### config.mk
export PLATFORM = sky130hd
export DESIGN_NAME = bcd_timestamp_to_epoch_seconds_core
export DESIGN_NICKNAME = d
export VERILOG_FILES = /design/src/hw/rtl/bcdts_pkg.sv /design/src/hw/rtl/bcdts_decode.sv /design/src/hw/rtl/bcd_timestamp_to_epoch_seconds_core.sv
export SDC_FILE = /design/constraint.sdc
export NUM_CORES = 1
export LEC_CHECK = 0
export ABC_AREA = 1
export BUFFER_PORTS_ARGS = -buffer_cell sky130_fd_sc_hd__buf_4
export CORE_ASPECT_RATIO = 1.2
export CORE_MARGIN = 1
export CORE_UTILIZATION = 45
export CTS_CLUSTER_SIZE = 40
export DETAILED_ROUTE_END_ITERATION = 16
export PLACE_DENSITY = 0.59
export SETUP_SLACK_MARGIN = 0.2
export SYNTH_ARGS = -nofsm -noshare
export SYNTH_HDL_FRONTEND = slang
export SYNTH_SLANG_ARGS = --single-unit
export TNS_END_PERCENT = 5
### constraint.sdc
create_clock -name clk_i -period 23.7 [get_ports clk_i]
set_clock_uncertainty 0.2 [all_clocks]
set_input_delay 2.37 -clock clk_i [delete_from_list [all_inputs] [get_ports clk_i]]
set_output_delay 2.37 -clock clk_i [all_outputs]
set_load 0.005 [all_outputs]
### src/hw/rtl/bcdts_pkg.sv
// Types, constants and helper functions for the BCD timestamp converter.
// No dependencies; imported by bcdts_decode and the top-level converter module.
package bcdts_pkg;

  typedef struct packed {
    logic [7:0] yh;
    logic [7:0] yl;
    logic [7:0] mon;
    logic [7:0] day;
    logic [7:0] hr;
    logic [7:0] mi;
    logic [7:0] se;
    logic [2:0] cnt;
  } raw_t;

  typedef struct packed {
    logic        bad;
    logic [13:0] ys;
    logic [6:0]  q100;
    logic [4:0]  q400;
    logic [8:0]  doy;
    logic [6:0]  mday;
    logic [18:0] tod;
  } date_t;

  localparam logic [2:0]         MIN_COUNT    = 3'd4;
  localparam logic [2:0]         FULL_COUNT   = 3'd7;
  localparam logic [14:0]        YEAR_BIAS    = 15'd400;
  localparam logic [22:0]        DAY_BIAS     = 23'd865566;
  localparam logic signed [39:0] SECS_PER_DAY = 40'sd86400;

  function automatic logic bcd_ok(input logic [7:0] b);
    return (b[3:0] <= 4'd9) && (b[7:4] <= 4'd9);
  endfunction

  function automatic logic [6:0] bcd_val(input logic [7:0] b);
    return 7'(b[7:4]) * 7'd10 + 7'(b[3:0]);
  endfunction

  // Floor of x / 25 for x below 3200.
  function automatic logic [6:0] div25(input logic [11:0] x);
    logic [22:0] p;
    p = 23'(x) * 23'd1311;
    return p[21:15];
  endfunction

  // Floor of x / 12 for x below 128.
  function automatic logic [3:0] div12(input logic [6:0] x);
    logic [14:0] p;
    p = 15'(x) * 15'd171;
    return p[14:11];
  endfunction

  // Day of year of the first of a March-based month.
  function automatic logic [8:0] doy_of(input logic [3:0] mp);
    logic [8:0] d;
    unique case (mp)
      4'd0:    d = 9'd0;
      4'd1:    d = 9'd31;
      4'd2:    d = 9'd61;
      4'd3:    d = 9'd92;
      4'd4:    d = 9'd122;
      4'd5:    d = 9'd153;
      4'd6:    d = 9'd184;
      4'd7:    d = 9'd214;
      4'd8:    d = 9'd245;
      4'd9:    d = 9'd275;
      4'd10:   d = 9'd306;
      4'd11:   d = 9'd337;
      default: d = 9'd0;
    endcase
    return d;
  endfunction

endpackage

### src/hw/rtl/bcdts_decode.sv
// Decode stage: BCD check, year/month normalization and time of day.
// Depends on bcdts_pkg.
module bcdts_decode (
  input  bcdts_pkg::raw_t  raw_i,
  output bcdts_pkg::date_t date_o
);
  import bcdts_pkg::*;

  logic        bad;
  logic [13:0] year;
  logic [6:0]  mv;
  logic [6:0]  mm1;
  logic        mzero;
  logic [3:0]  carry;
  logic [3:0]  mon0;
  logic        early;
  logic [3:0]  mp;
  logic [13:0] ys;

  always_comb begin
    bad = (raw_i.cnt < MIN_COUNT) || !bcd_ok(raw_i.yh) || !bcd_ok(raw_i.yl) ||
          !bcd_ok(raw_i.mon) || !bcd_ok(raw_i.day) ||
          ((raw_i.cnt > 3'd4) && !bcd_ok(raw_i.hr)) ||
          ((raw_i.cnt > 3'd5) && !bcd_ok(raw_i.mi)) ||
          ((raw_i.cnt > 3'd6) && !bcd_ok(raw_i.se));

    year  = 14'(raw_i.yh[7:4]) * 14'd1000 + 14'(raw_i.yh[3:0]) * 14'd100 +
            14'(bcd_val(raw_i.yl));
    mv    = bcd_val(raw_i.mon);
    mzero = (mv == 7'd0);
    mm1   = mv - 7'd1;
    carry = mzero ? 4'd0 : div12(mm1);
    mon0  = mzero ? 4'd11 : 4'(mm1 - 7'(carry) * 7'd12);
    early = (mon0 <= 4'd1);
    mp    = early ? mon0 + 4'd10 : mon0 - 4'd2;
    ys    = 14'(15'(year) + YEAR_BIAS + 15'(carry) - 15'(mzero) - 15'(early));

    date_o.bad  = bad;
    date_o.ys   = ys;
    date_o.q100 = div25(ys[13:2]);
    date_o.q400 = 5'(div25(12'(ys[13:4])));
    date_o.doy  = doy_of(mp);
    date_o.mday = bcd_val(raw_i.day);
    date_o.tod  = (raw_i.cnt == FULL_COUNT) ?
                  19'(bcd_val(raw_i.hr)) * 19'd3600 + 19'(bcd_val(raw_i.mi)) * 19'd60 +
                  19'(bcd_val(raw_i.se)) : 19'd0;
  end

endmodule

### src/hw/rtl/bcd_timestamp_to_epoch_seconds_core.sv
// BCD timestamp to epoch seconds converter, top level.
// Throughput: one transaction per cycle unless stalled; four register stages (input,
// decode, day count, result) advance independently, so bubbles collapse under stall.
// Reset: asynchronous, active low; clears all stage valid bits, payload is not reset.
// Depends on bcdts_pkg and bcdts_decode.
module bcd_timestamp_to_epoch_seconds_core (
  input  logic               clk_i,
  input  logic               rst_ni,
  input  logic               valid_i,
  output logic               stall_o,
  input  logic [7:0]         year_high_bcd_i,
  input  logic [7:0]         year_low_bcd_i,
  input  logic [7:0]         month_bcd_i,
  input  logic [7:0]         day_bcd_i,
  input  logic [7:0]         hour_bcd_i,
  input  logic [7:0]         minute_bcd_i,
  input  logic [7:0]         second_bcd_i,
  input  logic [2:0]         byte_count_i,
  output logic               valid_o,
  input  logic               stall_i,
  output logic signed [38:0] epoch_seconds_o,
  output logic               invalid_o
);
  import bcdts_pkg::*;

  logic               s1_v_q, s2_v_q, s3_v_q, out_v_q;
  raw_t               s1_q;
  date_t              s2_q, s2_d;
  logic signed [22:0] s3_days_q;
  logic [18:0]        s3_tod_q;
  logic               s3_bad_q;
  logic signed [38:0] out_secs_q;
  logic               out_bad_q;

  logic               out_free, s3_free, s2_free, s1_free;
  logic [22:0]        days_pos, days_neg;
  logic signed [23:0] days_w;
  logic signed [39:0] secs_w;

  assign out_free = !out_v_q || !stall_i;
  assign s3_free  = !s3_v_q || out_free;
  assign s2_free  = !s2_v_q || s3_free;
  assign s1_free  = !s1_v_q || s2_free;
  assign stall_o  = !s1_free;

  bcdts_decode u_decode (
    .raw_i  (s1_q),
    .date_o (s2_d)
  );

  always_comb begin
    days_pos = 23'(s2_q.ys) * 23'd365 + 23'(s2_q.ys[13:2]) + 23'(s2_q.q400) +
               23'(s2_q.doy) + 23'(s2_q.mday);
    days_neg = 23'(s2_q.q100) + DAY_BIAS;
    days_w   = $signed({1'b0, days_pos}) - $signed({1'b0, days_neg});
    secs_w   = 40'(s3_days_q) * SECS_PER_DAY + $signed({21'b0, s3_tod_q});
  end

  always_ff @(posedge clk_i or negedge rst_ni) begin
    if (!rst_ni) begin
      s1_v_q  <= 1'b0;
      s2_v_q  <= 1'b0;
      s3_v_q  <= 1'b0;
      out_v_q <= 1'b0;
    end else begin
      if (s1_free)  s1_v_q  <= valid_i;
      if (s2_free)  s2_v_q  <= s1_v_q;
      if (s3_free)  s3_v_q  <= s2_v_q;
      if (out_free) out_v_q <= s3_v_q;
    end
  end

  always_ff @(posedge clk_i) begin
    if (s1_free && valid_i) begin
      s1_q <= '{yh: year_high_bcd_i, yl: year_low_bcd_i, mon: month_bcd_i,
                day: day_bcd_i, hr: hour_bcd_i, mi: minute_bcd_i,
                se: second_bcd_i, cnt: byte_count_i};
    end
    if (s2_free && s1_v_q) begin
      s2_q <= s2_d;
    end
    if (s3_free && s2_v_q) begin
      s3_days_q <= days_w[22:0];
      s3_tod_q  <= s2_q.tod;
      s3_bad_q  <= s2_q.bad;
    end
    if (out_free && s3_v_q) begin
      out_secs_q <= s3_bad_q ? '1 : secs_w[38:0];
      out_bad_q  <= s3_bad_q;
    end
  end

  assign valid_o         = out_v_q;
  assign epoch_seconds_o = out_secs_q;
  assign invalid_o       = out_bad_q;

endmodule

# Yosys cells after proc, flatten, opt, wreduce, memory -nomap -nowiden
# Memories as Yosys holds them, arrays and structs flattened. A register that Yosys moved wholly into a read port is not among the register bits.
# Index checks and enable logic that the tools add are counted.
# W data, S select, Z words.
word_totals:
  romBits: 144
  mem_count: 1
  input_bits: 63
  word_cells: 127
  out_inout_bits: 42
  mem_bits_rw: 0
  latch_bits: 0
  register_bits: 199
memory_table:
  columns: ["memory", "depth", "width", "read_ports", "rd_clocked_by_memory_dff", "wr", "line_no", "rtl"]
  rows:
  - ["(name not given)", 16, 9, 1, 1, 0, "bcdts_pkg.sv:57", "unique case (mp)"]
classes:
  n_div: 0
  eq_ne: 1
  n_reduce_logical: 39
  n_bitwise: 0
  n_lt_le_gt_ge: 19
  n_addsub: 25
  multipliers: 16
  shifts: 0
  muxes: 3
op_table:
  columns: ["op", "n"]
  rows:
  - ["$le A4 B4 Y1 const B", 14]
  - ["$add A7 B4 Y7", 6]
  - ["$add A39 B20 Y39", 1]
  - ["$mul A4 B3 Y6 const B", 6]
  - ["$mul A23 B11 Y32 const B", 1]
  - ["$mul A7 B8 Y15 const B", 2]
  - ["$sub A14 B1 Y14", 2]
  - ["$add A23 B12 Y23", 1]
  - ["$add A23 B5 Y23", 1]
  - ["$add A23 B7 Y23", 1]
  - ["$add A23 B9 Y23", 1]
  - ["$mul A14 B9 Y23 const B", 1]
  - ["$sub A23 B21 Y23", 1]
  - ["$mul A12 B11 Y22 const B", 1]
  - ["$add A7 B20 Y21 const B", 1]
  - ["$mul A10 B11 Y20 const B", 1]
  - ["$add A19 B13 Y19", 1]
  - ["$add A19 B7 Y19", 1]
  - ["$add A14 B11 Y14", 1]
  - ["$add A14 B4 Y14", 1]
  - ["$add A14 B7 Y14", 1]
  - ["$add A14 B9 Y14 const B", 1]
  - ["$logic_and A1 B1 Y1", 14]
  - ["$logic_not A1 Y1", 13]
  - ["15 further kinds", 29]

# Longest topological paths before layout
# Gate-level depths: netlist of run 1.
logic_depth:
  word_depth: 11
  depth_mapped: 70
  mapped_depth_nobuf: 70

# Modules after synthesis
# A second synthesis of run 1 with hierarchy kept.
unflattened:
  hier_cells: 3230
  area_unflattened_um2: 28806.4
by_module_without_submodules:
  columns: ["mod", "seq_area_each_um2", "n_inst", "area_per_inst_um2", "cells_per_inst"]
  rows:
  - ["bcd_timestamp_to_epoch_seconds_core", 6226.0, 1, 17171.5, 1749]
  - ["bcdts_decode", 0.0, 1, 11634.9, 1481]

# Worst setup path after synthesis of run 1
# No wires, ideal clock.
synth_path:
  kind: "flip-flop to flip-flop"
  from: "reg s1_q[40] (netlist bit)"
  to: "reg s2_q[37] (netlist bit) (data pin)"
  period_less_slack_ns: 12.752
  path_stages_with_launch: 59
  setup_slack_ns: 10.948
  required_time_ns: 23.242
  setup_time_ns: 0.258
  arrival_ns: 12.294
  n_path_buf: 0
  path_cell_list: "edfxtp_1 ha_1 ha_1 inv_1 fa_1 xnor2_1 nor3_1 xor2_1 ha_1 inv_1 fa_1 fa_1 fa_1 inv_1 ha_1 nand2_1 nor2_1 nand4_1 (+23 left out) nand2_1 a21oi_1 xor2_1 fa_1 xor2_1 ha_1 fa_1 inv_1 fa_1 fa_1 inv_1 ha_1 nand2_1 o21ai_0 a21oi_1 o21ai_0 a21oi_1 xnor2_1"
synth_lines:
  columns: ["element", "line_no", "rtl"]
  rows:
  - ["start, declared", "bcd_timestamp_to_epoch_seconds_core.sv:27", "raw_t s1_q;"]
  - ["start signal, assigned", "bcd_timestamp_to_epoch_seconds_core.sv:75", "s1_q <= '{yh: year_high_bcd_i, yl: year_low_bcd_i, mon: month_bcd_i,"]
  - ["end signal, assigned", "bcd_timestamp_to_epoch_seconds_core.sv:80", "s2_q <= s2_d;"]
  - ["end, declared", "bcd_timestamp_to_epoch_seconds_core.sv:28", "date_t s2_q, s2_d;"]

==> impl_metrics.env, run 1 <==
export IMPL_max_freq_mhz=71.7
export IMPL_cts_root_buf="clkbuf_16"
export IMPL_synthToLayoutAreaGrowth_pct=9.83
export IMPL_ys_flop_type="edfxtp_1"
export IMPL_synth_seq_cells=208
export IMPL_hp_class="reg2reg"
export IMPL_crit_path_frequent_cell="fa_1"
export IMPL_synth_top_cell_area_share_pct=25.4
export IMPL_setup_ws_ns=9.75
export IMPL_cts_tree="built"
export IMPL_drt_iter0_drc=719
export IMPL_tns_ns=0
export IMPL_finalSetupViolCount=0
export IMPL_antenna_found_initial=0
export IMPL_avgRoutedWirePerCell_um=14.6
export IMPL_path_max_fanout=6
export IMPL_route_detailed_drc=0
export IMPL_vias=19670
export IMPL_synthTopCellsByCount="782 x inv_1, 567 x ha_1, 469 x nand2_1"
export IMPL_cts_hold_buf=0
export IMPL_io_pins=105
export IMPL_cts_sinks=208
export IMPL_ys_types=49
export IMPL_synthTopCellsByArea="ha_1 25%, edfxtp_1 22%, fa_1 19%, inv_1 11%, nand2_1 6.3%"
export IMPL_drive_above_1_share_pct=6.71
export IMPL_critical_path_class="reg2reg"
export IMPL_die_w_um=229
export IMPL_diodes=0
export IMPL_ctsHtreeMaxLevel=1
export IMPL_critical_path_max_stage_delay_ns=0.72
export IMPL_outcome="completed"
export IMPL_maxCapViolations=0
export IMPL_die_area_um2=63100
export IMPL_final_hold_violation_count=0
export IMPL_fp_dieH_um=275
export IMPL_synth_area_leader_cell="ha_1"
export IMPL_fin_nets=4096
export IMPL_clkLatencyLatePin_ns=0.57
export IMPL_gp_congestion=0.912
export IMPL_ctsResizeCount=0
export IMPL_post_cts_setup_buffers=0
export IMPL_crit_path_start_kind="flip-flop"
export IMPL_dp_slack_ns=9.73
export IMPL_grt_start_max_net_pins=63
export IMPL_slew_violations=0
export IMPL_syn_instance_count=3060
export IMPL_cp_end_kind="flip-flop"
export IMPL_final_min_clock_period_ns=13.95
export IMPL_synth_edf_count=204
export IMPL_required_ns=23.79
export IMPL_path_clk_slew_ns=0.06
export IMPL_core_rowCount=99
export IMPL_rsz0062_at_grt="no"
export IMPL_drt_pass1_iterations=6
export IMPL_numCtsBuffers=26
export IMPL_core_area_um2=61100
export IMPL_clk_path_buf_depth=3
export IMPL_wl_um=58700
export IMPL_dp_hpwl_um=51100
export IMPL_worst_pin_slew_ns=0.868
export IMPL_final_cell_area_um2=30700
export IMPL_ys_seq_area_share_pct=22.3
export IMPL_timing_slew_headroom_pct=41.9
export IMPL_synth_most_common_cell="inv_1"
export IMPL_grt_pass1_vias=20878
export IMPL_grt_pass1_wl_um=98900
export IMPL_synth_area_per_cell_um2=9.12
export IMPL_cp_data_arrival_time_ns=14.04
export IMPL_synth_async_sr_flop_share_pct=1.92
export IMPL_synth_fp_nets=3959
export IMPL_ant_nets=0
export IMPL_viasPerCell=4.89
export IMPL_ys_warnings_count=0
export IMPL_overflow=0
export IMPL_cp_slowest_cell="xor2_1"
export IMPL_portBuffers=104
export IMPL_place_area_um2=29800
export IMPL_start_util_pct=45.7
export IMPL_grt_total_usage_pct=19.2
export IMPL_syn_cell_area_um2=27900
export IMPL_fin_crit_sh_pct=58.8
==> through the flow <==
stage / util [%] / hold slack, ns / instances
after floorplan: - / 0.200 / 3060
after global placement: 48.8 / 0.201 / 3977
after detailed placement: 48.8 / 0.205 / 3977
after CTS: 50.2 / 0.215 / 4025
after global routing: 50.2 / 0.225 / 4025
final: 50.2 / 0.212 / 4025
==> cells in the final DEF (no fill, tap or decap), types with 5 or more instances in the layout <==
master and instances:
inv_1 782, ha_1 567, nand2_1 469, fa_1 269
edfxtp_1 204, a21oi_1 144, nand3_1 127, nor2_1 120
buf_4 114, xor2_1 84, o21ai_0 83, xnor2_1 40
nand4_1 31, clkbuf_16 26, or2_2 17, nor3_1 13
o21bai_1 10, nand2_2 9, nor2_4 8, a21o_1 7
nor2_2 7, clkinv_1 7, a31oi_1 6, inv_2 5
clkbuf_1 5
==> area by class of cell <==
class,count,area (um2)
clock buffers,31,669
repair buffers,114,856
clock inverters,17,200
flip-flops and latches,208,6230
fillers,5795,30400
well taps,808,1010
multi-input cells,2059,18700
inverters,788,2960
==> critical path: cells and delay by family (launching register included) <==
family	cells	cell delay, ns
AO/OA/AOI/OAI	8	1.58
XOR/XNOR	4	1.36
adder cells (fa/ha/maj)	20	7.63
buffers and inverters	9	0.54
flip-flops	1	0.42
AND/OR/NAND/NOR	19	1.95
==> logic make-up (layout without fill, tap and decap cells) <==
| family | after synthesis | in the layout | share of synthesized area, % |
|---|---|---|---|
| AO/OA/AOI/OAI | 270 | 270 | 5.21 |
| XOR/XNOR | 126 | 126 | 4.05 |
| adder cells (fa/ha/maj) | 836 | 836 | 44.7 |
| buffers and inverters | 793 | 950 | 10.7 |
| flip-flops | 208 | 208 | 22.3 |
| AND/OR/NAND/NOR | 827 | 827 | 13.1 |
==> path summary, 6_finish.rpt <==
kind	from	to	slack [ns]	cells after the start
min reg2reg	s2_q[15]	s3_tod_q[15]	0.21	0
max	s1_q[40]	s2_q[46]	9.75	60
min in group asynchronous	rst_ni	s1_v_q	1.38	1
max in group asynchronous	rst_ni	valid_o	21.82	1
max reg2reg	s1_q[40]	s2_q[46]	9.75	60
min	s2_q[15]	s3_tod_q[15]	0.21	0
==> routing by layer <==
| layer | part of all wire, % | up-vias | GRT usage (%) |
|---|---|---|---|
| met4 | 2.5 | 0 | 5.54 |
| met3 | 2.3 | 74 | 1.63 |
| li1 | - | 9989 | - |
| met5 | 0 | - | 0 |
| met1 | 41 | 9344 | 21.4 |
| met2 | 54 | 263 | 38.4 |
==> registers in the layout, summed over array words and instances (netlist names), 19 cells and up <==
register and cells:
s3_days_q 23, s3_tod_q 19, s1_q 59, s2_q 62, epoch_seconds_o 39
Power of run 1 is left out: the tool's default activity adds up to more than one toggle a clock period on the data nets, which glitch-free logic cannot reach.
==> inputs of run 2 (changes only) <==
Settings changed: ABC_AREA 1 to 0.
Clock period 23.7 ns to 13.4 ns, I/O delays scaled along.
==> impl_metrics.env, run 2 <==
export IMPL_worst_pin_slew_ns=0.830
export IMPL_critical_path_class="reg2reg"
export IMPL_final_hold_violation_count=0
export IMPL_antenna_found_initial=0
export IMPL_n_fill_cell=5255
export IMPL_syn_instance_count=2500
export IMPL_synthTopCellsByCount="577 x inv_1, 567 x ha_1, 269 x fa_1"
export IMPL_dp_hpwl_um=42800
export IMPL_synthToLayoutAreaGrowth_pct=13.4
export IMPL_place_area_um2=28600
export IMPL_dpl_cell_count=3379
export IMPL_synth_most_common_cell="inv_1"
export IMPL_crit_path_start_kind="flip-flop"
export IMPL_drt_iter0_drc=450
export IMPL_critical_path_max_stage_delay_ns=0.55
export IMPL_core_rowCount=97
export IMPL_clk_path_buf_depth=3
export IMPL_synth_edf_count=204
export IMPL_core_area_um2=58300
export IMPL_cts_tree="built"
export IMPL_hp_class="reg2reg"
export IMPL_numCtsBuffers=26
export IMPL_final_seq_area_um2=6230
export IMPL_grt_total_usage_pct=17.6
export IMPL_clkLatencyLatePin_ns=0.55
export IMPL_largest_reg_flops=62
export IMPL_cts_root_buf="clkbuf_16"
export IMPL_final_util_pct=51.5
export IMPL_overflow=0
export IMPL_synth_fp_nets=3399
export IMPL_layout_commonest_cell="inv_1"
export IMPL_viasPerCell=4.96
export IMPL_grt_pass1_vias=18472
export IMPL_route_detailed_drc=0
export IMPL_drive_above_1_share_pct=12.3
export IMPL_path_clk_slew_ns=0.06
export IMPL_timing_slew_headroom_pct=44.7
export IMPL_ctsHtreeMaxLevel=1
export IMPL_path_max_fanout=7
export IMPL_io_pins=105
export IMPL_cp_data_arrival_time_ns=13.25
export IMPL_synthTopCellsByArea="ha_1 27%, edfxtp_1 23%, fa_1 20%, inv_1 8.2%, xnor2_1 3.9%"
export IMPL_synth_async_sr_flop_share_pct=1.92
export IMPL_final_cells=3456
export IMPL_fin_nets=3593
export IMPL_synth_seq_cells=208
export IMPL_ant_nets=0
export IMPL_fp_dieH_um=268
export IMPL_start_util_pct=45.4
export IMPL_grt_pass1_wl_um=86200
export IMPL_final_cell_mix="569 x inv_1, 552 x ha_1, 265 x fa_1, 204 x edfxtp_1, 178 x buf_4"
export IMPL_avgRoutedWirePerCell_um=14.4
export IMPL_portBuffers=104
export IMPL_ys_flop_type="edfxtp_1"
export IMPL_synth_top_cell_area_share_pct=26.8
export IMPL_ys_seq_area_share_pct=23.5
export IMPL_diodes=0
export IMPL_final_cell_area_um2=30000
export IMPL_max_freq_mhz=76.0
export IMPL_cp_end_kind="flip-flop"
export IMPL_slew_violations=0
export IMPL_cts_sinks=208
export IMPL_outcome="completed"
export IMPL_crit_path_frequent_cell="fa_1"
export IMPL_drt_pass1_iterations=6
export IMPL_cp_slowest_cell="fa_1"
export IMPL_largest_register="s2_q"
export IMPL_multiInputGateArea_um2=18400
export IMPL_synth_area_per_cell_um2=10.6
export IMPL_ys_types=78
export IMPL_synth_area_leader_cell="ha_1"
export IMPL_final_min_clock_period_ns=13.16
export IMPL_die_area_um2=59800
export IMPL_required_ns=13.49
export IMPL_rsz0062_at_grt="yes"
export IMPL_wl_um=49900
export IMPL_grt_start_max_net_pins=63
export IMPL_syn_cell_area_um2=26500
export IMPL_maxCapViolations=0
export IMPL_finalSetupViolCount=0
export IMPL_vias=17125
export IMPL_die_w_um=223
export IMPL_gp_congestion=0.867
export IMPL_ys_warnings_count=0
export IMPL_fin_crit_sh_pct=98.2
run 2: cell count changes after synthesis, moves of 34 or more:
| cell | before | now |
|---|---|---|
| xnor2_1 | 40 | 118 |
| a21o_1 | 7 | 48 |
| a21oi_1 | 145 | 96 |
| inv_1 | 782 | 577 |
| nor2_1 | 122 | 88 |
| nand2_1 | 469 | 91 |
| nand3_1 | 127 | 35 |
run 2: per-stage QoR:
stage	setup WS (ns)	hold slack [ns]	TNS (ns)
finish	0.244	0.220	0
global route	-0.416	0.224	-2.33
CTS	0.107	0.222	0
detailed placement	-0.269	0.205	-0.830
global placement	-0.0241	0.203	-0.0241
floorplan	0.206	0.200	0
run 2: metal layers:
layer | part of all wire (%) | global-route usage (%) | wire length (um)
met1 | 42 | 20.1 | 21100
met4 | 2.8 | 4.89 | 1400
met3 | 1.7 | 1.56 | 852
met2 | 53 | 34.5 | 26600
met5 | 0 | 0 | 0
run 2: layout make-up:
class,instances,share of cell area [%]
tap,742,3.09
timing repair buffer,183,4.70
multi-input combinational,1697,61.4
sequential,208,20.8
clock inverter,17,0.509
clock buffer,31,2.30
inverter,578,7.23
run 2: path summary, 6_finish.rpt:
path,start,to,slack (ns),depth (start not counted)
max in group asynchronous,rst_ni,s2_v_q,12.53,1
setup reg to reg,s1_q[39],s2_q[46],0.24,63
hold reg to reg,s2_q[8],s3_tod_q[8],0.22,0
min in group asynchronous,rst_ni,valid_o,0.37,1
hold / removal,s2_q[8],s3_tod_q[8],0.22,0
setup / recovery,s1_q[39],s2_q[46],0.24,63
run 2: logic make-up after synthesis:
family          count (synthesis)  synth area share (%)
mux                             9                 0.355
compound gates                328                  8.02
flops                         208                  23.5
fa+ha+maj                     836                  47.2
xor+xnor                      172                  5.75
buf+inv                       595                  8.44
simple gates                  352                  6.74
run 2: timing repair:
action / CTS / global route
setup buffers: 16 / 13
setup endpoints to repair: 9 / 12
resized for setup: 40 / 31
pin swaps: 67 / 60
hold buffers: 0 / 0
run 2: worst max-delay path, delay by kind of cell, from the launching register on:
family                     cells  cell delay, ns
AOI/OAI and AO/OA             13            2.11
xor gates and xnor gates       7            1.04
adders and majority gates     19            6.62
buffers and inverters         12            0.93
DFF                            1            0.41
muxes                          1            0.08
and+or+nand+nor               11            1.48
Power of run 2 is left out for the same reason.
